$ cat src/rtl/plq_pkg.sv
// ----------------------------------------------------------------------------
// plq_pkg: shared types and constants of the partitioned load queue
// Holds the operation codes, the decoded request layout and the fixed sizes
// that the front end, the request queue and the execution back end share.
// ----------------------------------------------------------------------------
`default_nettype none

package plq_pkg;

   // fixed bank count and the width of a bank select
   localparam int NUM_BANKS = 4;
   localparam int BANK_W    = 2;

   // entries in the queue between front end and back end
   localparam int QUEUE_DEPTH = 4;

   // counter sizes and the scale-down applied when a counter saturates
   localparam int COUNT_W       = 16;
   localparam int COUNT_SHIFT   = 6;
   localparam int PARAM_W       = 8;
   localparam int STATS_INDEX_W = 11;
   localparam int STATS_SCALE_W = 3;   // write-back index is slot times 8
   localparam int WORD_W        = 64;

   // operation codes
   typedef enum logic [1:0] {
      FUNC_CHECK = 2'd0,
      FUNC_SAVE  = 2'd1,
      FUNC_CLEAR = 2'd2,
      FUNC_INIT  = 2'd3
   } func_type;

   // decoded request as it travels through the queue (hash kept apart)
   typedef struct packed {
      func_type                func;
      logic [BANK_W-1:0]       bank;
      logic [WORD_W-1:0]       load_pc;
      logic [PARAM_W-1:0]      param_index;
      logic [COUNT_W-1:0]      spec_count;
      logic [COUNT_W-1:0]      miss_count;
      logic [WORD_W-1:0]       mask_low;
      logic [WORD_W-1:0]       mask_high;
   } cmd_type;

   localparam int CMD_W = $bits(cmd_type);

endpackage

`default_nettype wire

$ cat src/rtl/plq_front.sv
// ----------------------------------------------------------------------------
// plq_front: request intake and classification
// Registers an incoming request, decodes its operation and extracts the
// address hash, then hands the decoded request to the queue.
// ----------------------------------------------------------------------------
`default_nettype none

module plq_front
   import plq_pkg::*;
#(
   parameter int HASH_BITS = 16
) (
   input  wire logic                 clock,
   input  wire logic                 reset,
   // raw request fields
   input  wire logic                 in_valid,
   output logic                      in_ready,
   input  wire logic [1:0]           in_func,
   input  wire logic [BANK_W-1:0]    in_bank,
   input  wire logic [WORD_W-1:0]    in_load_pc,
   input  wire logic [WORD_W-1:0]    in_mem_address,
   input  wire logic [PARAM_W-1:0]   in_param_index,
   input  wire logic [COUNT_W-1:0]   in_spec_count,
   input  wire logic [COUNT_W-1:0]   in_miss_count,
   input  wire logic [WORD_W-1:0]    in_mask_low,
   input  wire logic [WORD_W-1:0]    in_mask_high,
   // decoded request toward the queue
   output logic                      push,
   input  wire logic                 queue_full,
   output cmd_type                   cmd,
   output logic [HASH_BITS-1:0]      hash
);

   logic                  valid_ff, valid_in;
   cmd_type               cmd_ff, cmd_in;
   logic [HASH_BITS-1:0]  hash_ff, hash_in;
   logic                  accept;

   // hand over when the queue has room; take a new request when the slot frees
   assign push     = valid_ff && !queue_full;
   assign in_ready = !valid_ff || push;
   assign accept   = in_valid && in_ready;

   // decode the request: hash is address bits HASH_BITS+1:2
   always_comb begin
      cmd_in             = cmd_ff;
      hash_in            = hash_ff;
      if (accept) begin
         cmd_in.func        = func_type'(in_func);
         cmd_in.bank        = in_bank;
         cmd_in.load_pc     = in_load_pc;
         cmd_in.param_index = in_param_index;
         cmd_in.spec_count  = in_spec_count;
         cmd_in.miss_count  = in_miss_count;
         cmd_in.mask_low    = in_mask_low;
         cmd_in.mask_high   = in_mask_high;
         hash_in            = in_mem_address[HASH_BITS+1:2];
      end
   end

   always_comb begin
      valid_in = valid_ff;
      if (accept) begin
         valid_in = 1'b1;
      end else if (push) begin
         valid_in = 1'b0;
      end
   end

   always_ff @(posedge clock) begin
      if (reset) begin
         valid_ff <= 1'b0;
      end else begin
         valid_ff <= valid_in;
      end
   end

   always_ff @(posedge clock) begin
      cmd_ff  <= cmd_in;
      hash_ff <= hash_in;
   end

   assign cmd  = cmd_ff;
   assign hash = hash_ff;

endmodule

`default_nettype wire

$ cat src/rtl/plq_queue.sv
// ----------------------------------------------------------------------------
// plq_queue: short request queue between front end and back end
// A small first-in first-out buffer of decoded requests so that intake and
// execution stall independently.
// ----------------------------------------------------------------------------
`default_nettype none

module plq_queue
   import plq_pkg::*;
#(
   parameter int WIDTH = 8
) (
   input  wire logic              clock,
   input  wire logic              reset,
   input  wire logic              push,
   input  wire logic [WIDTH-1:0]  push_data,
   output logic                   full,
   input  wire logic              pop,
   output logic                   not_empty,
   output logic [WIDTH-1:0]       pop_data
);

   localparam int PTR_W   = (QUEUE_DEPTH > 1) ? $clog2(QUEUE_DEPTH) : 1;
   localparam int COUNT_W = $clog2(QUEUE_DEPTH + 1);

   logic [WIDTH-1:0]   slot_ff [QUEUE_DEPTH];
   logic [PTR_W-1:0]   wr_ptr_ff, wr_ptr_in;
   logic [PTR_W-1:0]   rd_ptr_ff, rd_ptr_in;
   logic [COUNT_W-1:0] count_ff, count_in;

   assign full      = (count_ff == COUNT_W'(QUEUE_DEPTH));
   assign not_empty = (count_ff != '0);
   assign pop_data  = slot_ff[rd_ptr_ff];

   // advance pointers with wrap at the queue depth
   always_comb begin
      wr_ptr_in = wr_ptr_ff;
      rd_ptr_in = rd_ptr_ff;
      count_in  = count_ff;
      if (push) begin
         wr_ptr_in = (wr_ptr_ff == PTR_W'(QUEUE_DEPTH - 1)) ? '0 : wr_ptr_ff + 1'b1;
      end
      if (pop) begin
         rd_ptr_in = (rd_ptr_ff == PTR_W'(QUEUE_DEPTH - 1)) ? '0 : rd_ptr_ff + 1'b1;
      end
      if (push && !pop) begin
         count_in = count_ff + 1'b1;
      end else if (pop && !push) begin
         count_in = count_ff - 1'b1;
      end
   end

   always_ff @(posedge clock) begin
      if (reset) begin
         wr_ptr_ff <= '0;
         rd_ptr_ff <= '0;
         count_ff  <= '0;
      end else begin
         wr_ptr_ff <= wr_ptr_in;
         rd_ptr_ff <= rd_ptr_in;
         count_ff  <= count_in;
      end
   end

   // store the pushed request
   always_ff @(posedge clock) begin
      if (push) begin
         slot_ff[wr_ptr_ff] <= push_data;
      end
   end

   // fill level never passes the depth
   assert property (@(posedge clock) disable iff (reset)
      count_ff <= COUNT_W'(QUEUE_DEPTH))
      else $error("request queue over depth");

   // the back end never drains an empty queue
   assert property (@(posedge clock) disable iff (reset)
      pop |-> not_empty)
      else $error("request queue popped while empty");

endmodule

`default_nettype wire

$ cat src/rtl/plq_exec.sv
// ----------------------------------------------------------------------------
// plq_exec: bank state and execution back end
// Holds four banks of hashed load history, their counters, masks and first pc;
// executes one request per cycle if responses drain and registers the response.
// ----------------------------------------------------------------------------
`default_nettype none

module plq_exec
   import plq_pkg::*;
#(
   parameter int BANK_DEPTH = 8,
   parameter int HASH_BITS  = 16
) (
   input  wire logic                       clock,
   input  wire logic                       reset,
   // request from the queue
   input  wire logic                       cmd_valid,
   output logic                            pop,
   input  wire cmd_type                    cmd,
   input  wire logic [HASH_BITS-1:0]       hash,
   // registered response
   output logic                            rsp_valid,
   input  wire logic                       rsp_ready,
   output logic                            rollback,
   output logic [WORD_W-1:0]               rollback_mask_low,
   output logic [WORD_W-1:0]               rollback_mask_high,
   output logic [WORD_W-1:0]               rollback_pc,
   output logic                            stats_write,
   output logic [STATS_INDEX_W-1:0]        stats_index,
   output logic [COUNT_W-1:0]              stats_spec_count,
   output logic [COUNT_W-1:0]              stats_miss_count
);

   // bank state
   logic [HASH_BITS-1:0]  hist_ff   [NUM_BANKS][BANK_DEPTH];
   logic [BANK_DEPTH-1:0] valid_ff  [NUM_BANKS];
   logic [COUNT_W-1:0]    spec_ff   [NUM_BANKS];
   logic [COUNT_W-1:0]    miss_ff   [NUM_BANKS];
   logic [PARAM_W-1:0]    param_ff  [NUM_BANKS];
   logic [WORD_W-1:0]     mlow_ff   [NUM_BANKS];
   logic [WORD_W-1:0]     mhigh_ff  [NUM_BANKS];
   logic [WORD_W-1:0]     fpc_ff    [NUM_BANKS];
   logic                  missed_ff [NUM_BANKS];

   // response register
   logic                       rsp_valid_ff, rsp_valid_in;
   logic                       rollback_ff;
   logic [WORD_W-1:0]          mlow_out_ff, mhigh_out_ff, pc_out_ff;
   logic                       stats_write_ff;
   logic [STATS_INDEX_W-1:0]   stats_index_ff;
   logic [COUNT_W-1:0]         spec_out_ff, miss_out_ff;

   logic [BANK_W-1:0]     b;
   logic [BANK_DEPTH-1:0] match;
   logic                  hit;
   logic [BANK_DEPTH-1:0] valid_shift;
   logic [COUNT_W-1:0]    spec_inc, miss_inc, spec_new, miss_new;
   logic                  is_check, is_clear;

   // take a request when the response register is free or being drained
   assign pop = cmd_valid && (!rsp_valid_ff || rsp_ready);
   assign b   = cmd.bank;
   assign is_check = (cmd.func == FUNC_CHECK);
   assign is_clear = (cmd.func == FUNC_CLEAR);

   // compare the hash against every entry of the selected bank
   always_comb begin
      for (int i = 0; i < BANK_DEPTH; i++) begin
         match[i] = valid_ff[b][i] && (hist_ff[b][i] == hash);
      end
   end
   assign hit = |match;

   // newest entry enters at index 0, oldest drops out
   assign valid_shift = (valid_ff[b] << 1) | BANK_DEPTH'(1);

   // on clear bump spec, and miss after a hit; scale down once spec hits bit 15
   always_comb begin
      spec_inc = spec_ff[b] + 1'b1;
      miss_inc = missed_ff[b] ? miss_ff[b] + 1'b1 : miss_ff[b];
      spec_new = spec_inc;
      miss_new = miss_inc;
      if (spec_inc[COUNT_W-1]) begin
         spec_new = spec_inc >> COUNT_SHIFT;
         miss_new = miss_inc >> COUNT_SHIFT;
      end
   end

   // update control state of the selected bank
   always_ff @(posedge clock) begin
      if (reset) begin
         for (int k = 0; k < NUM_BANKS; k++) begin
            valid_ff[k]  <= '0;
            spec_ff[k]   <= '0;
            miss_ff[k]   <= '0;
            param_ff[k]  <= '0;
            mlow_ff[k]   <= '0;
            mhigh_ff[k]  <= '0;
            fpc_ff[k]    <= '0;
            missed_ff[k] <= 1'b0;
         end
      end else if (pop) begin
         case (cmd.func)
            FUNC_SAVE: begin
               valid_ff[b] <= valid_shift;
               if (fpc_ff[b] == '0) begin
                  fpc_ff[b] <= cmd.load_pc;
               end
            end
            FUNC_CLEAR: begin
               valid_ff[b]  <= '0;
               spec_ff[b]   <= spec_new;
               miss_ff[b]   <= miss_new;
               missed_ff[b] <= 1'b0;
               fpc_ff[b]    <= '0;
            end
            FUNC_INIT: begin
               param_ff[b] <= cmd.param_index;
               spec_ff[b]  <= cmd.spec_count;
               miss_ff[b]  <= cmd.miss_count;
               mlow_ff[b]  <= cmd.mask_low;
               mhigh_ff[b] <= cmd.mask_high;
               fpc_ff[b]   <= '0;
            end
            default: begin
               if (hit) begin
                  missed_ff[b] <= 1'b1;
               end
            end
         endcase
      end
   end

   // shift the hash history of the selected bank on save
   always_ff @(posedge clock) begin
      if (pop && (cmd.func == FUNC_SAVE)) begin
         for (int i = 1; i < BANK_DEPTH; i++) begin
            hist_ff[b][i] <= hist_ff[b][i-1];
         end
         hist_ff[b][0] <= hash;
      end
   end

   // hold the response until taken
   always_comb begin
      rsp_valid_in = rsp_valid_ff;
      if (pop) begin
         rsp_valid_in = 1'b1;
      end else if (rsp_ready) begin
         rsp_valid_in = 1'b0;
      end
   end

   always_ff @(posedge clock) begin
      if (reset) begin
         rsp_valid_ff <= 1'b0;
      end else begin
         rsp_valid_ff <= rsp_valid_in;
      end
   end

   // load response payload; unused fields read as zero
   always_ff @(posedge clock) begin
      if (pop) begin
         rollback_ff    <= is_check && hit;
         mlow_out_ff    <= (is_check && hit) ? mlow_ff[b]  : '0;
         mhigh_out_ff   <= (is_check && hit) ? mhigh_ff[b] : '0;
         pc_out_ff      <= (is_check && hit) ? fpc_ff[b]   : '0;
         stats_write_ff <= is_clear;
         stats_index_ff <= is_clear ? {param_ff[b], STATS_SCALE_W'(0)} : '0;
         spec_out_ff    <= is_clear ? spec_new : '0;
         miss_out_ff    <= is_clear ? miss_new : '0;
      end
   end

   assign rsp_valid          = rsp_valid_ff;
   assign rollback           = rollback_ff;
   assign rollback_mask_low  = mlow_out_ff;
   assign rollback_mask_high = mhigh_out_ff;
   assign rollback_pc        = pc_out_ff;
   assign stats_write        = stats_write_ff;
   assign stats_index        = stats_index_ff;
   assign stats_spec_count   = spec_out_ff;
   assign stats_miss_count   = miss_out_ff;

   // a response is never both a rollback and a write-back
   assert property (@(posedge clock) disable iff (reset)
      rsp_valid_ff |-> !(rollback_ff && stats_write_ff))
      else $error("rollback and write-back in one response");

   // without rollback the rollback payload is zero
   assert property (@(posedge clock) disable iff (reset)
      (rsp_valid_ff && !rollback_ff) |->
         (mlow_out_ff == '0 && mhigh_out_ff == '0 && pc_out_ff == '0))
      else $error("rollback payload not cleared");

   // a clear leaves the bank with no valid entry
   assert property (@(posedge clock) disable iff (reset)
      (pop && is_clear) |=> (valid_ff[$past(b)] == '0))
      else $error("bank still holds valid entries after clear");

endmodule

`default_nettype wire

$ cat src/rtl/partitioned_load_queue_conflict_check_core.sv
// ----------------------------------------------------------------------------
// partitioned_load_queue_conflict_check_core: four-bank speculative load queue
// Saves hashed load addresses per bank, checks addresses for conflicts,
// clears banks with counter write-back and initializes bank parameters.
// ----------------------------------------------------------------------------
// Usage:
//   Requests enter on the req_ stream (func and bank in tuser, the operands in
//   tdata); each request yields exactly one response on the rsp_ stream, in
//   request order. A check returns rollback with the bank mask and first pc
//   on a hit, a clear returns the updated counters and their table index.
// Path: an accepted request is loaded into the intake register, written into
//   the request queue and executed as the response register loads; a stall
//   can hold it in the queue or leave the response held in its register.
// Throughput: one request per cycle sustained while rsp_tready stays high; the
//   back end executes one request per cycle against the combinational compare.
// Reset: synchronous; empties the intake, queue and response register and
//   clears the valid bits, counters, masks, parameter slots and first pc of
//   all banks. The hash history itself is not cleared.
// Stall: a held response keeps the back end waiting; the queue then absorbs
//   up to four requests plus one in the intake register before req_tready
//   drops.
// ----------------------------------------------------------------------------
`default_nettype none

module partitioned_load_queue_conflict_check_core
   import plq_pkg::*;
#(
   parameter int BANK_DEPTH = 8,
   parameter int HASH_BITS  = 16
) (
   input  wire logic          clock,
   input  wire logic          reset,
   // request stream
   input  wire logic          req_tvalid,
   output logic               req_tready,
   // tuser: func [1:0], bank_select [3:2]
   input  wire logic [3:0]    req_tuser,
   // tdata: load_pc [63:0], mem_address [127:64], param_index [135:128],
   //        init_spec_count [151:136], init_miss_count [167:152],
   //        init_mask_low [231:168], init_mask_high [295:232]
   input  wire logic [295:0]  req_tdata,
   // response stream
   output logic               rsp_tvalid,
   input  wire logic          rsp_tready,
   // tuser: rollback [0], stats_write [1]
   output logic [1:0]         rsp_tuser,
   // tdata: rollback_mask_low [63:0], rollback_mask_high [127:64],
   //        rollback_pc [191:128], stats_index [202:192],
   //        stats_spec_count [218:203], stats_miss_count [234:219], zero [239:235]
   output logic [239:0]       rsp_tdata
);

   localparam int Q_W = CMD_W + HASH_BITS;

   logic                  push, queue_full, queue_not_empty, pop;
   cmd_type               front_cmd, exec_cmd;
   logic [HASH_BITS-1:0]  front_hash, exec_hash;
   logic [Q_W-1:0]        q_out;

   logic                       rollback, stats_write;
   logic [WORD_W-1:0]          mask_low, mask_high, rb_pc;
   logic [STATS_INDEX_W-1:0]   stats_index;
   logic [COUNT_W-1:0]         spec_count, miss_count;

   // classify incoming requests
   plq_front #(
      .HASH_BITS (HASH_BITS)
   ) u_front (
      .clock          (clock),
      .reset          (reset),
      .in_valid       (req_tvalid),
      .in_ready       (req_tready),
      .in_func        (req_tuser[1:0]),
      .in_bank        (req_tuser[3:2]),
      .in_load_pc     (req_tdata[63:0]),
      .in_mem_address (req_tdata[127:64]),
      .in_param_index (req_tdata[135:128]),
      .in_spec_count  (req_tdata[151:136]),
      .in_miss_count  (req_tdata[167:152]),
      .in_mask_low    (req_tdata[231:168]),
      .in_mask_high   (req_tdata[295:232]),
      .push           (push),
      .queue_full     (queue_full),
      .cmd            (front_cmd),
      .hash           (front_hash)
   );

   // decouple intake from execution
   plq_queue #(
      .WIDTH (Q_W)
   ) u_queue (
      .clock     (clock),
      .reset     (reset),
      .push      (push),
      .push_data ({front_hash, front_cmd}),
      .full      (queue_full),
      .pop       (pop),
      .not_empty (queue_not_empty),
      .pop_data  (q_out)
   );

   assign exec_cmd  = cmd_type'(q_out[CMD_W-1:0]);
   assign exec_hash = q_out[Q_W-1:CMD_W];

   // execute against bank state
   plq_exec #(
      .BANK_DEPTH (BANK_DEPTH),
      .HASH_BITS  (HASH_BITS)
   ) u_exec (
      .clock              (clock),
      .reset              (reset),
      .cmd_valid          (queue_not_empty),
      .pop                (pop),
      .cmd                (exec_cmd),
      .hash               (exec_hash),
      .rsp_valid          (rsp_tvalid),
      .rsp_ready          (rsp_tready),
      .rollback           (rollback),
      .rollback_mask_low  (mask_low),
      .rollback_mask_high (mask_high),
      .rollback_pc        (rb_pc),
      .stats_write        (stats_write),
      .stats_index        (stats_index),
      .stats_spec_count   (spec_count),
      .stats_miss_count   (miss_count)
   );

   // pack the response
   assign rsp_tuser = {stats_write, rollback};
   assign rsp_tdata = {5'b0, miss_count, spec_count, stats_index, rb_pc, mask_high, mask_low};

endmodule

`default_nettype wire

$ cat config.mk
export PLATFORM = sky130hd
export DESIGN_NAME = partitioned_load_queue_conflict_check_core
export DESIGN_NICKNAME = d
export VERILOG_FILES = /design/src/rtl/plq_pkg.sv /design/src/rtl/plq_front.sv /design/src/rtl/plq_queue.sv /design/src/rtl/plq_exec.sv /design/src/rtl/partitioned_load_queue_conflict_check_core.sv
export SDC_FILE = /design/constraint.sdc
export NUM_CORES = 2
export LEC_CHECK = 0
export ABC_AREA = 0
export BUFFER_PORTS_ARGS = -buffer_cell sky130_fd_sc_hd__buf_4
export CELL_PAD_IN_SITES_DETAIL_PLACEMENT = 2
export CELL_PAD_IN_SITES_GLOBAL_PLACEMENT = 2
export CORE_MARGIN = 4
export CORE_UTILIZATION = 41
export DETAILED_ROUTE_END_ITERATION = 12
export GPL_TIMING_DRIVEN = 0
export PLACE_DENSITY_LB_ADDON = 0.1
export SYNTH_ARGS = -nofsm -noshare
export SYNTH_HDL_FRONTEND = slang
export SYNTH_HIERARCHICAL = 1
export SYNTH_SLANG_ARGS = --single-unit
$ cat constraint.sdc
create_clock -name clock -period 14.4 [get_ports clock]
set_clock_uncertainty 0.15 [all_clocks]
set_input_delay 0 -clock clock [delete_from_list [all_inputs] [get_ports clock]]
set_output_delay 0 -clock clock [all_outputs]
set_load 0.01 [all_outputs]
## After elaboration in Yosys (flattened, before gate mapping)

Memory sizes are Yosys's and may differ from the RTL's. A register that Yosys moved wholly into a read port is not among the register bits.
Index checks and enable logic that the tools add are counted.

- Register bits: 362
- Bits in latches: 0
- Bits in writable memories: 2484
- Memory bits (read-only): 0
- Bits of input ports: 304
- Output and inout port bits: 244
- Memories kept: 10

- Add/sub/neg operators: 6
- $mul: 0
- Div/mod/pow operators: 0
- $lt $le $gt $ge: 0
- Equal/unequal tests: 14
- Shift-type cells: 0
- Muxes and demuxes: 71
- Bitwise operators: 6
- Reduce and logical (&&, ||, !) cells: 41

Memory list:

| memory | words | width | read ports | clocked after Yosys merged registers in | wr ports | line | source |
|---|---|---|---|---|---|---|---|
| u_queue.slot_ff | 4 | 252 | 1 | 1 | 1 | plq_queue.sv:26 | `logic [WIDTH-1:0] slot_ff [QUEUE_DEPTH];` |
| u_exec.hist_ff | 4 | 128 | 1 | 0 | 1 | plq_exec.sv:35 | `logic [HASH_BITS-1:0] hist_ff [NUM_BANKS][BANK_DEPTH];` |
| u_exec.fpc_ff | 4 | 64 | 1 | 0 | 4 | plq_exec.sv:42 | `logic [WORD_W-1:0] fpc_ff [NUM_BANKS];` |
| u_exec.mhigh_ff | 4 | 64 | 1 | 1 | 4 | plq_exec.sv:41 | `logic [WORD_W-1:0] mhigh_ff [NUM_BANKS];` |
| u_exec.mlow_ff | 4 | 64 | 1 | 1 | 4 | plq_exec.sv:40 | `logic [WORD_W-1:0] mlow_ff [NUM_BANKS];` |
| u_exec.miss_ff | 4 | 16 | 1 | 0 | 4 | plq_exec.sv:38 | `logic [COUNT_W-1:0] miss_ff [NUM_BANKS];` |
| +4 memories | -- | -- | -- | -- | -- | -- |  |

Operators by type and width:

| kind | count |
|---|---|
| 64-bit two-way mux | 5 |
| 64-bit OR reduction | 3 |
| 16-bit equality test | 8 |
| 16-bit two-way mux | 6 |
| 64-bit logical NOT | 1 |
| 1-bit two-way mux | 42 |
| 16-bit by 1-bit adder with 16-bit output (second input constant) | 2 |
| 16-bit OR reduction | 2 |
| 2-bit two-way mux | 12 |
| 8-bit two-way mux | 3 |
| 8-bit OR reduction | 3 |
| 1-bit logical AND | 15 |
| 15-bit two-way mux | 1 |
| 2-bit equality test (second input constant) | 4 |
| 1-bit logical NOT | 8 |
| 3-bit two-way mux | 2 |
| 1-bit bitwise OR | 6 |
| 2-bit nonzero test | 3 |
| 2-bit by 1-bit adder with 2-bit output (second input constant) | 2 |
| 3-bit by 1-bit adder with 3-bit output (second input constant) | 1 |
| 3-bit equality test (second input constant) | 1 |
| 3-bit nonzero test | 1 |
| 3-bit OR reduction | 1 |
| 3-bit by 1-bit subtractor with 3-bit output (second input constant) | 1 |
| 4 further kinds | 5 |

## Depth between registers and ports, before layout

An unclocked memory read counts as a cell.

- Depth after elaboration: 12
- Mapped depth: 20
- Gate-level depth less buffers: 10

## Hierarchy

The synthesis kept the hierarchy.

By module, submodules not included:

| module | instances | cells an instance | area each (µm²) |
|---|---|---|---|
| plq_exec | 1 | 4311 | 71454.8 |
| plq_queue | 1 | 1360 | 36789.0 |
| plq_front | 1 | 258 | 7614.8 |
| partitioned_load_queue_conflict_check_core | 1 | 8 | 56.3 |

## Worst setup path after synthesis

OpenSTA, ideal clock, no wires.

- Path kind: register to register
- Start: register u_queue.count_ff[0]
- End: memory u_exec.mhigh_ff[2][0] (enable)
- Library setup time: 507 ps
- Arrival: 11028 ps
- Data required time: 13743 ps
- Slack: 2715 ps
- Cell stages (with the launch flop): 7
- Period minus slack after synthesis: 11685 ps
- Cell sequence: dfxtp_1 -> or3_1 -> nand2_1 -> inv_1 -> nand2_1 -> o21bai_1 -> o21a_1

RTL lines:

| element | line | source |
|---|---|---|
| from (decl) | plq_queue.sv:29 | `logic [COUNT_W-1:0] count_ff, count_in;` |
| from (signal assigned) | plq_queue.sv:61 | `count_ff <= count_in;` |
| to (decl) | plq_exec.sv:41 |  |

==> impl_summary.txt <==
----------------------------------------------------
[Status]
  Outcome ... finished clean

[Timing]
  Endpoints failing hold ... 0
  Setup TNS Final ... 0 ns
  Remaining max-slew budget at the tightest pin ... 0.0445
  Final setup violating endpoints ... 0
  Least setup slack across all paths after layout ... about 5.6 ns
  Highest clock rate ... roughly 0.11 GHz
  Final critical delay including setup and external delays ... around 9 ns
  RSZ-0062 raised after global routing ... false
  Final period util ... 0.612
  Worst slew pin tran ... 1.43 ns
  Final max-slew violation count ... 0

[Floorplan]
  Die height ... ~540 µm
  Count of pins on the block boundary ... ~550
  Floorplan core area ... 0.280 mm²
  Effective utilization at floorplan ... 0.413
  Die outline area ... a little under 0.3 mm²
  Die width ... ~540 µm
  Total number of placement rows ... 194

[Place]
  Sum of net half-perimeters after detailed placement ... between 200 and 250 mm
  Number of buffers inserted by port buffering ... 490
  Post-placement cell area ... roughly 0.13 mm²
  Worst-case setup slack after placement ... between 5 and 6 ns
  Number of cells in the design after placement ... roughly 10000
  Routability cong. ... between 0.8 and 0.9

[Drt]
  Number of design-rule violations left by the first detailed-router iteration ... 5831
  Met1 wire length ... roughly 150 mm
  Uppermost layer routed ... met5
  Count of antenna-violating nets left after detailed routing ... 0
  Via density per instance ... around 5.5
  Number of detailed-route iterations in the first pass ... 5
  Final WL ... ~370 mm
  Sum of met2 wire segment lengths after detailed routing ... between 150 and 200 mm
  Met3 WL ... a little under 20 mm
  DRC ... 0
  Routed wire per std cell ... approximately 32 µm
  Detailed-route via count ... 62674

[Logic synthesis]
  Warnings, synthesis ... 6
  Number of instances in the synthesized netlist ... around 5900
  Average size of a mapped cell ... 19.5 µm²
  Number of storage elements in the synthesis netlist ... 2980
  Number of flops mapped to enable cells by yosys ... approximately 3000
  Seq/Total Area, Yosys ... 0.771
  Post-Synthesis Cell Area ... about 0.12 mm²
  Number of different library cells in the post-synthesis netlist ... between 70 and 80
  Share of flip-flops with an asynchronous set or reset ... 0
  Flip-flop cell with the highest count after synthesis ... sky130_fd_sc_hd__edfxtp_1

[Layout]
  Post-layout instance area ... around 0.14 mm²
  Area growth syn-to-layout ... 22.3%
  Post-layout nets ... around 7700
  Fraction of final layout cells with drive strength greater than 1 ... 0.240
  Final non-filler cell total ... between 10000 and 15000
  Utilization of the core after routing ... 0.506

[CTS]
  Number of H-tree levels ... 5
  Clock Sinks ... 2980
  Clock tree buffer depth ... 4
  Clk pin slew, worst setup/hold paths ... approximately 0.06 ns
  CTS tree ... built
  Clock Root Buffer ... sky130_fd_sc_hd__clkbuf_16
  Insertion delay to the later sink of the worst-skew pair ... around 0.91 ns
  Number of clock buffers inserted by TritonCTS ... 330

[Setup path]
  Worst setup SP type ... flip-flop
  Critical path required time ... ~15 ns
  Arrival @ worst endpoint ... 9.22 ns
  Max FO, Critical Path ... 47
  CP Capture Type ... flip-flop
  Worst setup path category ... reg -> reg

[Global route]
  Pin count of the biggest net entering global routing ... 95
  Wire length of the first global-routing pass ... 525 mm
  Number of antenna violations at the first check in global routing ... 57
  Overflow left after global routing ... 0
  All-Layer GR Usage ... 0.250
  Via count of the first global-routing pass ... 69017

[Power and ir drop]
  Power density relative to cell area ... 196 mW/mm²
  Leakage power total ... 50.2 nW
  Maximum vdd drop ... between 0.1 and 0.15 mV

[Hold path]
  Tightest Hold Check Type ... in -> reg

[Flow run]
  Number of max-capacitance violations reported ... 0

----------------------------------------------------
-- report_power, final --
| part | switching (W) | total [W] | internal (W) |
|---|---|---|---|
| clock network | 0.00350 | 0.00821 | 0.00471 |
| registers | 0.000486 | 0.0117 | 0.0113 |
| logic | 0.00503 | 0.00787 | 0.00284 |
| total | 0.00902 | 0.0278 | 0.0188 |
-- Yosys cell counts, drive strengths merged (3+ instances only) --
master / n / area share
edfxtp: 2969 / 0.77
mux4: 594 / 0.12
nor2: 446 / 0.014
and3: 342 / 0.018
inv: 229 / 0.0074
nand2: 228 / 0.0074
clkbuf: 178 / 0.0059
buf: 175 / 0.010
nor2b: 134 / 0.0072
and2: 92 / 0.0050
xnor2: 86 / 0.0065
xor2: 84 / 0.0065
mux2i: 81 / 0.0070
o21ai: 67 / 0.0029
nand4: 29 / 0.0016
nor4: 29 / 0.0017
a22o: 25 / 0.0019
nand3: 22 / 0.00095
o21bai: 12 / 0.00078
dfxtp: 11 / 0.0019
a21oi: 9 / 0.00039
mux2: 9 / 0.00087
ha: 8 / 0.00086
nor3: 7 / 0.00030
a22oi: 6 / 0.00039
a2bb2oi: 6 / 0.00051
or3: 5 / 0.00027
a2111oi: 4 / 0.00036
clkinv: 4 / 0.00013
o2111ai: 4 / 0.00030
o211ai: 4 / 0.00026
o21a: 4 / 0.00026
a21o: 3 / 0.00019
-- final timing paths --
kind | slack [ns] | start | endpoint | depth (start not counted)
min reg2reg | 0.35 | u_front/cmd[32] | u_queue/slot_ff[1][32] | 0
max reg2reg | 5.59 | flip-flop | u_exec/mhigh_ff[3][29] | 17
max | 5.59 | flip-flop | u_exec/mhigh_ff[3][29] | 17
min | 0.19 | req_tdata[224] | u_front/cmd[120] | 3
-- state kept, by name, summed over array words and instances (netlist names), 2 cells and up, named ones only --
register                   flops
u_queue/slot_ff             1008
u_exec/hist_ff               512
u_exec/fpc_ff                256
u_exec/mhigh_ff              256
u_exec/mlow_ff               256
u_front/cmd                  236
u_exec/miss_ff                64
u_exec/rollback_mask_high     64
u_exec/rollback_mask_low      64
u_exec/rollback_pc            64
u_exec/spec_ff                64
u_exec/param_ff               32
u_exec/valid_ff               32
u_exec/stats_miss_count       16
u_front/hash                  16
u_exec/stats_spec_count       15
u_exec/stats_index             8
u_exec/missed_ff               4
u_queue/count_ff               3
u_queue/rd_ptr_ff              2
u_queue/wr_ptr_ff              2
-- stage by stage --
stage | total power, W | hold slack, ns
floorplan | 0.0161 | -0.0809
global placement | 0.0197 | 0.0287
detailed placement | 0.0197 | 0.0293
CTS | 0.0281 | 0.102
global route | 0.0289 | 0.165
finish | 0.0278 | 0.192
-- kinds of logic after synthesis --
| family | synth area share |
|---|---|
| flops | 0.771 |
| simple gates | 0.0583 |
| mux | 0.123 |
| buf+inv | 0.0238 |
| xor+xnor | 0.0130 |
| compound gates | 0.00943 |
| fa+ha+maj | 0.00104 |
| other cells | 0.0000648 |
-- what timing repair did --
| item | CTS | global route |
|---|---|---|
| endpoints found under the hold margin | 359 | 0 |
| setup buffers | 0 | 0 |
| hold buffers | 511 | 0 |
| gates resized for setup | 0 | 0 |
-- cell type report --
class                           instances  area [µm²]
Antenna cell                           21        52.6
Buffer                                353        1900
Clock buffer                          406        8730
Clock inverter                        184        1560
Fill cell                           24668      139000
Inverter                              233         882
Multi-Input combinational cell       2378       24000
Sequential cell                      2980       89400
Tap cell                             3724        4660
Timing Repair Buffer                 1076       10600
-- metal layers --
layer  global-route usage  vias up
li1                     -    26141
met3               0.0331      486
met2                0.433     1971
met1                0.330    34068
met5                    0        -
met4               0.0730        8
-- layout by cell type (no fill, tap or decap), types with 21 or more instances in the layout --
master,count
sky130_fd_sc_hd__and2_1,86
sky130_fd_sc_hd__nor2b_1,134
sky130_fd_sc_hd__buf_2,87
sky130_fd_sc_hd__and3_1,342
sky130_fd_sc_hd__nor4_1,28
sky130_fd_sc_hd__xnor2_1,86
sky130_fd_sc_hd__xor2_1,83
sky130_fd_sc_hd__diode_2,21
sky130_fd_sc_hd__clkinv_2,65
sky130_fd_sc_hd__buf_4,517
sky130_fd_sc_hd__nand3_1,22
sky130_fd_sc_hd__mux4_2,594
sky130_fd_sc_hd__edfxtp_1,2969
sky130_fd_sc_hd__buf_6,38
sky130_fd_sc_hd__clkbuf_16,339
sky130_fd_sc_hd__o21ai_0,65
sky130_fd_sc_hd__clkbuf_1,227
sky130_fd_sc_hd__buf_16,45
sky130_fd_sc_hd__nand2_1,227
sky130_fd_sc_hd__nand4_1,28
sky130_fd_sc_hd__dlygate4sd3_1,511
sky130_fd_sc_hd__mux2i_1,80
sky130_fd_sc_hd__clkinv_1,78
sky130_fd_sc_hd__buf_12,32
sky130_fd_sc_hd__bufinv_16,22
sky130_fd_sc_hd__nor2_1,440
sky130_fd_sc_hd__inv_1,226
sky130_fd_sc_hd__a22o_1,25
-- worst max-delay path, cell delays in order (launching register included) --
cell	delay [ns]
sky130_fd_sc_hd__dfxtp_1	0.30
sky130_fd_sc_hd__buf_2	0.52
sky130_fd_sc_hd__buf_2	0.54
sky130_fd_sc_hd__buf_2	0.40
sky130_fd_sc_hd__mux4_2	0.27
sky130_fd_sc_hd__buf_4	0.19
sky130_fd_sc_hd__buf_2	0.62
sky130_fd_sc_hd__buf_2	0.59
sky130_fd_sc_hd__buf_2	0.46
sky130_fd_sc_hd__buf_2	0.41
sky130_fd_sc_hd__buf_2	0.45
sky130_fd_sc_hd__buf_2	0.41
sky130_fd_sc_hd__clkbuf_1	0.59
sky130_fd_sc_hd__nand2_1	0.45
sky130_fd_sc_hd__o21bai_4	0.60
sky130_fd_sc_hd__o21a_4	0.64
sky130_fd_sc_hd__buf_12	0.30
sky130_fd_sc_hd__buf_16	0.30
(Power assumes the default switching activity.)
